[config.mk]
export PLATFORM = sky130hd
export DESIGN_NAME = tpss_front
export DESIGN_NICKNAME = d
export VERILOG_FILES = /design/src/rtl/assert_macros.svh /design/src/rtl/tpss_pkg.sv /design/src/rtl/tpss_front.sv
export SDC_FILE = /design/constraint.sdc
export NUM_CORES = 2
export LEC_CHECK = 0
export ABC_AREA = 1
export BUFFER_PORTS_ARGS = -buffer_cell sky130_fd_sc_hd__buf_2
export CAP_MARGIN = 10
export CORE_AREA = 2 2 316 318
export DETAILED_ROUTE_END_ITERATION = 16
export DIE_AREA = 0 0 318 320
export GPL_TIMING_DRIVEN = 0
export SLEW_MARGIN = 20
export SYNTH_ARGS = -nofsm -noshare
export SYNTH_HDL_FRONTEND = slang
export SYNTH_SLANG_ARGS = --single-unit
[constraint.sdc]
create_clock -name vclk -period 13.1
set_input_delay 1.31 -clock vclk [all_inputs]
set_output_delay 1.31 -clock vclk [all_outputs]
set_load 0.05 [all_outputs]
[src/rtl/assert_macros.svh]
// assertion helpers shared by the rtl files
`ifndef ASSERT_MACROS_SVH
`define ASSERT_MACROS_SVH

`ifndef ASSERT_OFF
`define CHK_ON(lbl, prop, msg) \
  lbl: assert property (@(posedge clk) disable iff (rst) prop) else $error(msg);
`define CHK_ALWAYS(lbl, prop, msg) \
  lbl: assert property (@(posedge clk) prop) else $error(msg);
`else
`define CHK_ON(lbl, prop, msg)
`define CHK_ALWAYS(lbl, prop, msg)
`endif

`endif

[src/rtl/tpss_pkg.sv]
package tpss_pkg;

  localparam int NUM_LANES = 4;
  localparam int DIV_STEPS = 33;
  localparam int QUEUE_DEPTH = 2;

  typedef struct packed {
    logic signed [31:0] a;
    logic signed [32:0] diff;
    logic signed [31:0] da;
    logic signed [32:0] den;
  } lane_t;

  // lanes in output order: start_x, start_y, end_x, end_y
  typedef struct packed {
    lane_t [NUM_LANES-1:0] lanes;
  } item_t;

  function automatic lane_t make_cross(input logic signed [31:0] a, input logic signed [31:0] b,
                                       input logic signed [31:0] da,
                                       input logic signed [31:0] db);
    lane_t l;
    l.a = a;
    l.diff = {b[31], b} - {a[31], a};
    l.da = da;
    l.den = {da[31], da} - {db[31], db};
    return l;
  endfunction

  // zero difference makes the quotient zero, so the lane returns a unchanged
  function automatic lane_t make_pass(input logic signed [31:0] a);
    lane_t l;
    l.a = a;
    l.diff = '0;
    l.da = '0;
    l.den = 33'sd1;
    return l;
  endfunction

  function automatic logic [1:0] lo_idx(input logic [2:0] m);
    logic [1:0] r;
    r = 2'd0;
    if (m[0]) r = 2'd0;
    else if (m[1]) r = 2'd1;
    else if (m[2]) r = 2'd2;
    return r;
  endfunction

  function automatic logic [1:0] hi_idx(input logic [2:0] m);
    logic [1:0] r;
    r = 2'd0;
    if (m[2]) r = 2'd2;
    else if (m[1]) r = 2'd1;
    else if (m[0]) r = 2'd0;
    return r;
  endfunction

endpackage

[src/rtl/tpss_front.sv]
module tpss_front
  import tpss_pkg::*;
(
  input  logic               in_valid,
  input  logic signed [31:0] dist_0,
  input  logic signed [31:0] dist_1,
  input  logic signed [31:0] dist_2,
  input  logic signed [31:0] px_0,
  input  logic signed [31:0] py_0,
  input  logic signed [31:0] px_1,
  input  logic signed [31:0] py_1,
  input  logic signed [31:0] px_2,
  input  logic signed [31:0] py_2,
  output logic               push_valid,
  output item_t              push_item
);

  logic signed [31:0] d [3];
  logic signed [31:0] x [3];
  logic signed [31:0] y [3];
  logic [2:0] pos, neg, zer;
  logic [1:0] non, nup;
  logic [1:0] i0, i1, i2, s;
  logic [2:0] others;
  logic has_result;

  assign d[0] = dist_0;
  assign d[1] = dist_1;
  assign d[2] = dist_2;
  assign x[0] = px_0;
  assign x[1] = px_1;
  assign x[2] = px_2;
  assign y[0] = py_0;
  assign y[1] = py_1;
  assign y[2] = py_2;

  always_comb begin
    for (int i = 0; i < 3; i++) begin
      pos[i] = !d[i][31] && (d[i] != '0);
      neg[i] = d[i][31];
      zer[i] = (d[i] == '0);
    end
    non = 2'(zer[0]) + 2'(zer[1]) + 2'(zer[2]);
    nup = 2'(pos[0]) + 2'(pos[1]) + 2'(pos[2]);
    s = (nup == 2'd1) ? lo_idx(pos) : lo_idx(neg);
    others = ~(3'b001 << s);
    i0 = 2'd0;
    i1 = 2'd0;
    i2 = 2'd0;
    has_result = 1'b0;
    push_item = '0;
    if (non == 2'd2) begin
      has_result = 1'b1;
      i0 = lo_idx(zer);
      i1 = hi_idx(zer);
      push_item.lanes[0] = make_pass(x[i0]);
      push_item.lanes[1] = make_pass(y[i0]);
      push_item.lanes[2] = make_pass(x[i1]);
      push_item.lanes[3] = make_pass(y[i1]);
    end else if ((pos != '0) && (neg != '0)) begin
      has_result = 1'b1;
      if (non == 2'd1) begin
        i0 = lo_idx(zer);
        i1 = lo_idx(pos);
        i2 = lo_idx(neg);
        push_item.lanes[0] = make_pass(x[i0]);
        push_item.lanes[1] = make_pass(y[i0]);
        push_item.lanes[2] = make_cross(x[i1], x[i2], d[i1], d[i2]);
        push_item.lanes[3] = make_cross(y[i1], y[i2], d[i1], d[i2]);
      end else begin
        // lone vertex against the other two, in vertex order
        i1 = lo_idx(others);
        i2 = hi_idx(others);
        push_item.lanes[0] = make_cross(x[s], x[i1], d[s], d[i1]);
        push_item.lanes[1] = make_cross(y[s], y[i1], d[s], d[i1]);
        push_item.lanes[2] = make_cross(x[s], x[i2], d[s], d[i2]);
        push_item.lanes[3] = make_cross(y[s], y[i2], d[s], d[i2]);
      end
    end
  end

  assign push_valid = in_valid && has_result;

endmodule

# Word level (Yosys, flattened, before mapping)
# Cells that the tools add are included.
# Widths: inputs -> output; s select.
# totals
ff_bits	0
input_bits	289
elab_cells	152
# classes
n_addsub	13
magnitude_cmp	8
eq_ne	3
shifts	1
n_mux	102
bitwise	9
n_reduce_logical	16
# op_table
operator	n
$mux 520	3
$bmux 32 s2	21
$mux 32	42
$sub 32x32->33	9
$logic_not 32->1	3
$reduce_bool 32->1	3
$mux 2	32
$ge 3x3->1 const B	8
$not 2->3	8
$reduce_bool 3->1	2
$logic_and 1x1->1	5
$add 1x1->2	2
$add 2x1->2	2
$eq 2x1->1 const B	2
$mux 1	4
$logic_not 1->1	3
$not 3->3	1
$shl 1x2->3 const A	1
$eq 2x2->1 const B	1

# Longest topological paths before layout
# depth
word_depth	22
mapped_depth	39
mapped_depth_nobuf	37

# Worst setup path before layout
# Ideal clock, no wire load.
# synth_path
path_type	input port to output port
startpoint	in dist_2[19]
endpoint	out push_item[349] in the netlist's numbering
t_arrival_ns	7.507
required_ns	11.790
setup_slack_ns	4.283
stages	35
path_buffers	4
path_cell_list	inv_1 -> nand3_1 -> nor2_1 -> nand2_1 -> nor2_1 -> nor2_1 -> inv_1 -> fa_1 -> nor2_1 -> inv_1 -> nand2_1 -> nand2_4 -> buf_2 -> buf_2 -> clkbuf_1 -> clkbuf_1 -> nand2_1 -> o21ai_0 -> ha_1 -> fa_1 -> inv_1 -> nand2_1 -> o21ai_0 -> a21oi_1 -> o21ai_0 -> a21boi_0 -> o21ai_0 -> a21boi_0 -> inv_1 -> nand2_1 -> nand2_1 -> a21boi_0 -> xnor2_1 -> nor2_1 -> nor3_1
# synth_rtl
item	line	rtl
start, declared	tpss_front.sv:7	input logic signed [31:0] dist_2,
end, declared	tpss_front.sv:15	output item_t push_item

==> impl_metrics.toml <==
[finish]
drive_gt1_share_pct = 16.06
syn2layout_area_growth_pct = 19.04
final_cell_mix = "nand2_1, a21oi_1, o21ai_0, buf_2, inv_1"
fin_cells = 8000
layout.nets = 7268
seq_cells = 0
final_common_cell = "nand2_1"
clockBufferCount = 0
seqCellArea_um2 = 0

[die]
io_pins = 810
initial_core_util_pct = 31.15
rows = 115
fp.dieW_um = 318
die_y_um = 320
core_um2 = 97990
die_area_um2 = 101800

[timing]
finalCritPeriodShare_pct = 97.39
hold_viol = 0
fmax_mhz = 78.38
max-slew-margin-rel_pct = 9.360
finalSetupTns_ns = 0
setup_slack_ns = 0.3415
fin_crit_ns = 12.76
worst_slew_pin_slew_ns = 1.360
final_max_slew_viol_count = 0
setup_viol = 0
rsz0062_at_grt = "no"

[synthesis]
syn_nets = 6454
ys_types = 57
synthCells = 5868
yosys.area.top_type = "a21oi_1"
ys_top_cells_by_area = "a21oi_1, o21ai_0, nand2_1, ha_1, inv_1"
syn_avg_cell_area_um2 = 5.201
yosys_warnings = 0
netlist_area_um2 = 30520
synth_top_area_share_pct = 14.33
ys_seq_area_share_pct = 0

[routing]
drtIter0Drc = 7770
ant_nets = 0
num_vias = 49691
drt-total-wl_mm = 247.4
detail_route.vias_per_cell = 6.211
drtPass1Iterations = 8
drc = 0
wire_per_inst_um = 30.92

[clock_tree]
post_cts_resized = 0
postCtsSetupBuffers = 0
postCtsHoldBufs = 0

[placed_design]
dp_slack_ns = 1.075
gp_congestion = 1.136
hpwlAfterDp_mm = 206.3
io_buffers = 810
dpl.cell_count = 7967

[global_route]
overflow = 0
grtUsageTotal_pct = 45.43
grt_pass1_vias = 45180
antenna_found_initial = 61
grt_max_degree = 11
grt_pass1_wl_mm = 336.3

[outcome]
status = "completed"

[setup_path]
path_class = "input pin to output port"
end_kind = "output port"
cp_slowest_cell = "o21ai_0"
crit_top_cell = "nand2_1"
critPathLaunchType = "input pin"
critPathMaxFanout = 10
cp_slowest_stage_delay_ns = 0.74
critPathArrivalTime_ns = 11.45
cp.required_ns = 11.79

[min_path]
min_path_type = "input pin to output port"

[run]
maxCapViolations = 0
Yosys cell counts, types with 34 or more instances:
library cell,count
o21ai_1,38
clkbuf_1,253
o221ai_1,37
o21a_1,51
buf_4,130
a21boi_0,41
nand3_1,158
o21ai_0,866
a21oi_1,874
nor2_1,514
nand2_1,1061
xor2_1,39
ha_1,286
o211ai_1,48
o22ai_1,96
inv_1,811
a31oi_1,111
nor3_1,41
a22oi_1,34
stage by stage:
stage / util (%) / area [um2] / hold slack [ns]
6_report: 37.08 / 36330 / 3.139
3_5_place_dp: 36.98 / 36240 / 3.145
3_3_place_gp: 36.93 / 36180 / 3.140
4_1_cts: 36.98 / 36240 / 3.144
2_1_floorplan: - / 30520 / 2.835
5_1_grt: 37.02 / 36270 / 3.166
layer usage:
metal | wire length, um | vias up | GRT usage, %
li1 | - | 21690 | -
met1 | 93090 | 23038 | 55.50
met2 | 99950 | 3951 | 66.76
met3 | 32830 | 972 | 14.61
met4 | 21210 | 40 | 32.87
met5 | 271 | - | 0
final timing paths:
kind / depth (start not counted) / slack (ns) / from / endpoint
setup / recovery: 37 / 0.34 / dist_2[29] / push_item[349]
hold / removal: 4 / 3.14 / in_valid / push_valid
critical path, delay by kind of cell:
kind	cells	cell delay, ns
buffers and inverters	10	3.00
AOI/OAI and AO/OA	8	2.33
xor gates and xnor gates	1	0.42
and+or+nand+nor	15	3.15
adders and majority gates	3	1.21
area by class of cell:
type                            count  area, um2
Antenna cell                       33      82.58
Buffer                            424       2130
Fill cell                       11614      61660
Inverter                          827       3112
Multi-Input combinational cell   4617      25320
Tap cell                         1287       1610
Timing Repair Buffer              812       4076
cells by family after synthesis:
| logic type | synth area share [%] |
|---|---|
| buffers and inverters | 17.08 |
| AO/OA/AOI/OAI | 43.34 |
| AND/OR/NAND/NOR | 25.21 |
| adder cells (fa/ha/maj) | 12.45 |
| XOR/XNOR | 1.923 |
