<file path="config.mk">
export PLATFORM = sky130hd
export DESIGN_NAME = tpss_fifo
export DESIGN_NICKNAME = d
export VERILOG_FILES = /design/src/rtl/tpss_pkg.sv /design/src/rtl/tpss_fifo.sv
export VERILOG_INCLUDE_DIRS = /design/src /design/src/rtl
export SDC_FILE = /design/constraint.sdc
export NUM_CORES = 1
export LEC_CHECK = 0
export BUFFER_PORTS_ARGS = -buffer_cell sky130_fd_sc_hd__buf_2
export CORE_AREA = 2 2 405 407
export DETAILED_ROUTE_END_ITERATION = 7
export DIE_AREA = 0 0 407 409
export PLACE_DENSITY_LB_ADDON = 0.25
export SLEW_MARGIN = 20
export SYNTH_ARGS = -nofsm -noshare
export SYNTH_HDL_FRONTEND = slang
export SYNTH_SLANG_ARGS = --single-unit
</file>
<file path="constraint.sdc">
create_clock -name clk -period 24.4 [get_ports clk]
set_input_delay 4.88 -clock clk [delete_from_list [all_inputs] [get_ports clk]]
set_output_delay 4.88 -clock clk [all_outputs]
set_load 0.02 [all_outputs]
</file>
<file path="src/rtl/assert_macros.svh">
// assertion helpers shared by the rtl files
`ifndef ASSERT_MACROS_SVH
`define ASSERT_MACROS_SVH

`ifndef ASSERT_OFF
`define CHK_ON(lbl, prop, msg) \
  lbl: assert property (@(posedge clk) disable iff (rst) prop) else $error(msg);
`define CHK_ALWAYS(lbl, prop, msg) \
  lbl: assert property (@(posedge clk) prop) else $error(msg);
`else
`define CHK_ON(lbl, prop, msg)
`define CHK_ALWAYS(lbl, prop, msg)
`endif

`endif

</file>
<file path="src/rtl/tpss_pkg.sv">
package tpss_pkg;

  localparam int NUM_LANES = 4;
  localparam int DIV_STEPS = 33;
  localparam int QUEUE_DEPTH = 2;

  typedef struct packed {
    logic signed [31:0] a;
    logic signed [32:0] diff;
    logic signed [31:0] da;
    logic signed [32:0] den;
  } lane_t;

  // lanes in output order: start_x, start_y, end_x, end_y
  typedef struct packed {
    lane_t [NUM_LANES-1:0] lanes;
  } item_t;

  function automatic lane_t make_cross(input logic signed [31:0] a, input logic signed [31:0] b,
                                       input logic signed [31:0] da,
                                       input logic signed [31:0] db);
    lane_t l;
    l.a = a;
    l.diff = {b[31], b} - {a[31], a};
    l.da = da;
    l.den = {da[31], da} - {db[31], db};
    return l;
  endfunction

  // zero difference makes the quotient zero, so the lane returns a unchanged
  function automatic lane_t make_pass(input logic signed [31:0] a);
    lane_t l;
    l.a = a;
    l.diff = '0;
    l.da = '0;
    l.den = 33'sd1;
    return l;
  endfunction

  function automatic logic [1:0] lo_idx(input logic [2:0] m);
    logic [1:0] r;
    r = 2'd0;
    if (m[0]) r = 2'd0;
    else if (m[1]) r = 2'd1;
    else if (m[2]) r = 2'd2;
    return r;
  endfunction

  function automatic logic [1:0] hi_idx(input logic [2:0] m);
    logic [1:0] r;
    r = 2'd0;
    if (m[2]) r = 2'd2;
    else if (m[1]) r = 2'd1;
    else if (m[0]) r = 2'd0;
    return r;
  endfunction

endpackage

</file>
<file path="src/rtl/tpss_fifo.sv">
`include "assert_macros.svh"

module tpss_fifo
  import tpss_pkg::*;
(
  input  logic  clk,
  input  logic  rst,
  input  logic  in_valid,
  input  item_t in_item,
  output logic  in_stall,
  output logic  out_valid,
  output item_t out_item,
  input  logic  out_stall
);

  item_t mem [QUEUE_DEPTH];
  logic wr_ptr, rd_ptr;
  logic [1:0] count;
  logic push, pop;

  assign in_stall = (count == 2'(QUEUE_DEPTH));
  assign out_valid = (count != 2'd0);
  assign out_item = mem[rd_ptr];
  assign push = in_valid && !in_stall;
  assign pop = out_valid && !out_stall;

  always_ff @(posedge clk) begin
    if (push) begin
      mem[wr_ptr] <= in_item;
    end
  end

  always_ff @(posedge clk) begin
    if (rst) begin
      wr_ptr <= 1'b0;
      rd_ptr <= 1'b0;
      count <= 2'd0;
    end else begin
      if (push) wr_ptr <= ~wr_ptr;
      if (pop) rd_ptr <= ~rd_ptr;
      count <= count + 2'(push) - 2'(pop);
    end
  end

  `CHK_ON(a_count_range, count <= 2'(QUEUE_DEPTH), "queue count out of range")
  `CHK_ON(a_ptr_gap, (count == 2'd1) |-> (wr_ptr != rd_ptr), "queue pointers disagree with count")
  `CHK_ALWAYS(a_reset_empty, rst |=> (count == 2'd0), "queue not empty after reset")

endmodule

</file>
## Word level (Yosys, flattened, before mapping)

Memory sizes are Yosys's and may differ from the RTL's. A register that Yosys moved wholly into a read port is not among the register bits.
Cells that the tools add are included.

| word-level totals | value |
|---|---|
| memories | 1 |
| bits of input ports | 524 |
| memory bits (writable) | 1040 |
| output and inout bits | 522 |
| word-level logic and storage cells | 18 |
| latch bits | 0 |
| flip-flop bits (word level) | 4 |
| ROM bits | 0 |

| cells by class | value |
|---|---|
| $add $sub $neg | 2 |
| magnitude comparators | 0 |
| eq/ne operators | 1 |
| reduce and logical (&&, ||, !) cells | 5 |
| div/mod/pow operators | 0 |
| multiplexer cells | 4 |
| bitwise gates (word level) | 2 |
| multiply operators | 0 |
| shifts and indexed selects | 0 |

Memories:

| memory | depth | width | read ports | clocked after memory_dff | write ports | RTL line | source |
|---|---|---|---|---|---|---|---|
| mem | 2 | 520 | 1 | 1 | 1 | tpss_fifo.sv:16 | `item_t mem [QUEUE_DEPTH];` |

Operator list:

| cell | count |
|---|---|
| $mux 1 | 4 |
| $add 2x1->2 | 1 |
| $eq 2x2->1 const B | 1 |
| $logic_and 1x1->1 | 2 |
| $logic_not 1->1 | 2 |
| $not 1->1 | 2 |
| $reduce_bool 2->1 | 1 |
| $sub 2x1->2 | 1 |

## Depth between registers and ports, before layout

| depth | value |
|---|---|
| depth after elaboration | 5 |
| mapped depth | 8 |
| depth with buffers taken out | 8 |

## Least setup slack after synthesis

Ideal clock, no wire load.

| timing | value |
|---|---|
| kind | input to register |
| start point | in in_valid |
| end point | mem mem[1][0] (netlist name), enable pin |
| arrival | 16.710 ns |
| stages on the path | 1 |
| path buffers | 0 |
| slack | 6.734 ns |
| data required time | 23.444 ns |
| cells stage by stage | and3_1 |

| between the ends | value |
|---|---|
| cells in the longest elaborated chain, start to end | 3 |

RTL lines:

| element | RTL line | source |
|---|---|---|
| start, declared | tpss_fifo.sv:8 | `input logic in_valid,` |
| $logic_and 1x1->1 | tpss_fifo.sv:24 | `assign push = in_valid && !in_stall;` |
| $mux 1 | tpss_fifo.sv:28 | `if (push) begin` |
| $mux 1 (not written as such) | tpss_fifo.sv:29 | `mem[wr_ptr] <= in_item;` |
| end, declared | tpss_fifo.sv:16 |  |

Every way passes these cells.

==> out/metrics.csv <==
metric;value;unit
cts.reportedPaths.clkPinSlew;0.06;ns
area_growth;29.4;%
fin_tns_setup;0;ns
start_util;0.234;
ys_types;17;
relSlewSlack;0.290;
path_depth;5;
hold_path.class;flip-flop to flip-flop;
max-clock-path-buffers;3;
worst_slew_pin_slew;1.06;ns
dr.pass1.iters;5;
num_vias;19839;
fmax;105;MHz
synthMuxAreaShare;0.154;
core;0.162;mm²
ys.flop_type;edfxtp_1;
grt_max_degree;149;
crit_required;19.52;ns
worst-setup-path-type;flip-flop to primary output;
arrival;4.65;ns
first_global_vias;20244;
synth_most_common_cell;edfxtp_1;
cts_tree;yes;
drv_cap;0;
r2r_slack;18.91;ns
die_h;409;µm
syn-cell-area;0.0380;mm²
syn-mean-instance-area;23.1;µm²
dieArea;0.166;mm²
cts_resized;0;
synth-edff-count;1040;
synth_top_area_share;0.823;
crit_family;buffers and inverters;
clock_latency;0.71;ns
grt_usage;0.122;
synth_fa_ha_area_frac;0.000659;
die_w;407;µm
internal_power;3660;µW
slew_viol_final;0;
yosysWarnings;0;
power_frac_clock;0.309;
dp_slack;14.52;ns
drc;0;
grt_first_pass_wirelength;145;mm
fin_util;0.303;
synth_area_leaders;edfxtp_1, mux2_2, buf_6;
cts_max_level;3;
p_comb_frac;0.252;
worst_r2r_endpoint;mem[0][381]$_DFFE_PP_;
ant_nets;0;
rr_startpoint;count[0]$_SDFF_PP0_;
reg2reg_depth;8;
io_pins;1046;
antenna_found_initial;65;
io_buffers;1045;
via_per_inst;3.90;
nets;3297;
swShare;0.301;
synth-compound-area-share;0.000659;
synth_commonest_cells;edfxtp_1, mux2_2, buf_6;
post-cts-setup-buffers;0;
cp-end-kind;primary output;
cp_max_fo;137;
overflow;0;
pwr-share-seq;0.439;
power_density;107;mW/mm²
synth_seq_cells;1045;
fin_skew;0.0345;ns
cts_buffers;114;
finalCriticalPeriod;9.53;ns
clock_sinks;1045;
rsz0062_at_grt;false;
ir_drop;61.4;µV
place_hpwl;77.3;mm
routabilityCongestion;0.786;
max_stage_delay;0.88;ns
p_switching;1580;µW
leakagePower;0.0177;µW
cts_hold_buf;0;
worst_slack;14.87;ns
initialDrtViolationCount;1096;
placementRows;148;
wl;107;mm
yosysTopAreaCell;edfxtp_1;
crit_slowest_cell;buf_4;
ys_seq_area_frac;0.826;
period_share;0.391;
yosys.area_share.simple;0.00122;
synthCells;1646;
crit_path_end;out_item[111];
cts-root-buf;clkbuf_16;
finalSetupViolations;0;
synthXorXnorAreaFrac;0.000462;
crit_chain;buf_4 -> buf_12 -> buf_4 -> mux2_2 -> buf_2;
fin_total_pwr;5250;µW
startpoint_type;flip-flop;
synth_top_family_by_area;multiplexers;
crit_top_cell;buf_4;
async_reset_ff_frac;0;
status;finished, final reports clean;
hold_viol_final;0;
wire_per_inst;21.0;µm
drive_above_1_share;0.606;
cp_num_buf_inv;4;
synthesis.nets;2172;
-- power by group through the flow --
| stage | registers, µW | logic (µW) | clock network (µW) |
|---|---|---|---|
| 2_1_floorplan | 2440 | 875 | 0 |
| 3_3_place_gp | 2340 | 1360 | 0 |
| 3_5_place_dp | 2340 | 1350 | 0 |
| 4_1_cts | 2310 | 1350 | 1680 |
| 5_1_grt | 2330 | 1410 | 1740 |
| 6_report | 2310 | 1320 | 1620 |
-- per-layer routing --
metal  track usage  vias to the layer above  wire length (µm)  share of wire
li1              -                     8950                 -              -
met1         0.126                     9842             37800           0.35
met2         0.213                      758             54100           0.51
met3        0.0653                      217             12300           0.11
met4        0.0333                       72              2420          0.023
met5        0.0126                        -               471         0.0044
-- registers in the layout, summed over array words and instances, names as in the netlist, named ones only --
| signal | flops |
|---|---|
| mem | 1040 |
| rd_ptr | 1 |
| count | 2 |
| wr_ptr | 1 |
-- worst register-to-register path, cell delays in order, from the launching register on --
cell      delay, ns
dfxtp_1        0.35
nand2b_1       0.27
inv_1          0.15
or3_1          0.43
inv_8          0.60
buf_4          0.80
buf_4          0.78
buf_4          0.72
buf_4          0.91
-- stage by stage --
step                cell area, µm²  instances  hold WS [ns]
floorplan                    38000       1646         0.452
global placement             45500       4830         0.489
detailed placement           45500       4830         0.487
CTS                          49000       5042         0.497
global route                 49100       5073         0.536
finish                       49100       5086         0.508
-- area by class of cell --
class | count | area [µm²]
diodes | 44 | 110
clock buffers | 158 | 3110
clock inverters | 54 | 427
fillers | 16106 | 113000
inverters | 5 | 26.3
multi-input cells | 538 | 5970
flip-flops and latches | 1045 | 31300
well taps | 2175 | 2720
repair buffers | 1067 | 5420
-- cell usage in the layout (no fill, tap or decap), types with 2 or more instances in the layout --
| master | n |
|---|---|
| clkinv_8 | 3 |
| dfxtp_1 | 4 |
| clkbuf_8 | 5 |
| clkbuf_16 | 116 |
| mux2_2 | 520 |
| clkinv_2 | 10 |
| inv_6 | 3 |
| ha_1 | 2 |
| clkinv_4 | 4 |
| clkbuf_1 | 37 |
| or3_1 | 2 |
| inv_1 | 4 |
| edfxtp_1 | 1040 |
| clkinv_1 | 27 |
| buf_2 | 1045 |
| nor2_1 | 3 |
| clkinvlp_4 | 2 |
| a21oi_1 | 3 |
| o21ai_0 | 2 |
| buf_12 | 2 |
| diode_2 | 44 |
| buf_4 | 20 |
| bufinv_16 | 5 |
-- cell families after synthesis --
group | after synthesis
buffers and inverters | 63
and+or+nand+nor | 9
AOI/OAI and AO/OA | 5
muxes | 520
DFF | 1045
xor gates and xnor gates | 2
adders and majority gates | 2
-- worst min-delay path by stage --
stage / start / cells past startpoint / slack, ns / to
6_report: wr_ptr$_SDFFE_PP0N_ / 2 / 0.51 / wr_ptr$_SDFFE_PP0N_
5_1_grt: wr_ptr$_SDFFE_PP0N_ / 2 / 0.54 / wr_ptr$_SDFFE_PP0N_
4_1_cts: wr_ptr$_SDFFE_PP0N_ / 2 / 0.50 / wr_ptr$_SDFFE_PP0N_
3_5_place_dp: wr_ptr$_SDFFE_PP0N_ / 2 / 0.49 / wr_ptr$_SDFFE_PP0N_
3_3_place_gp: wr_ptr$_SDFFE_PP0N_ / 2 / 0.49 / wr_ptr$_SDFFE_PP0N_
2_1_floorplan: wr_ptr$_SDFFE_PP0N_ / 2 / 0.45 / wr_ptr$_SDFFE_PP0N_
No activity file was read; power rests on OpenSTA's default activity.
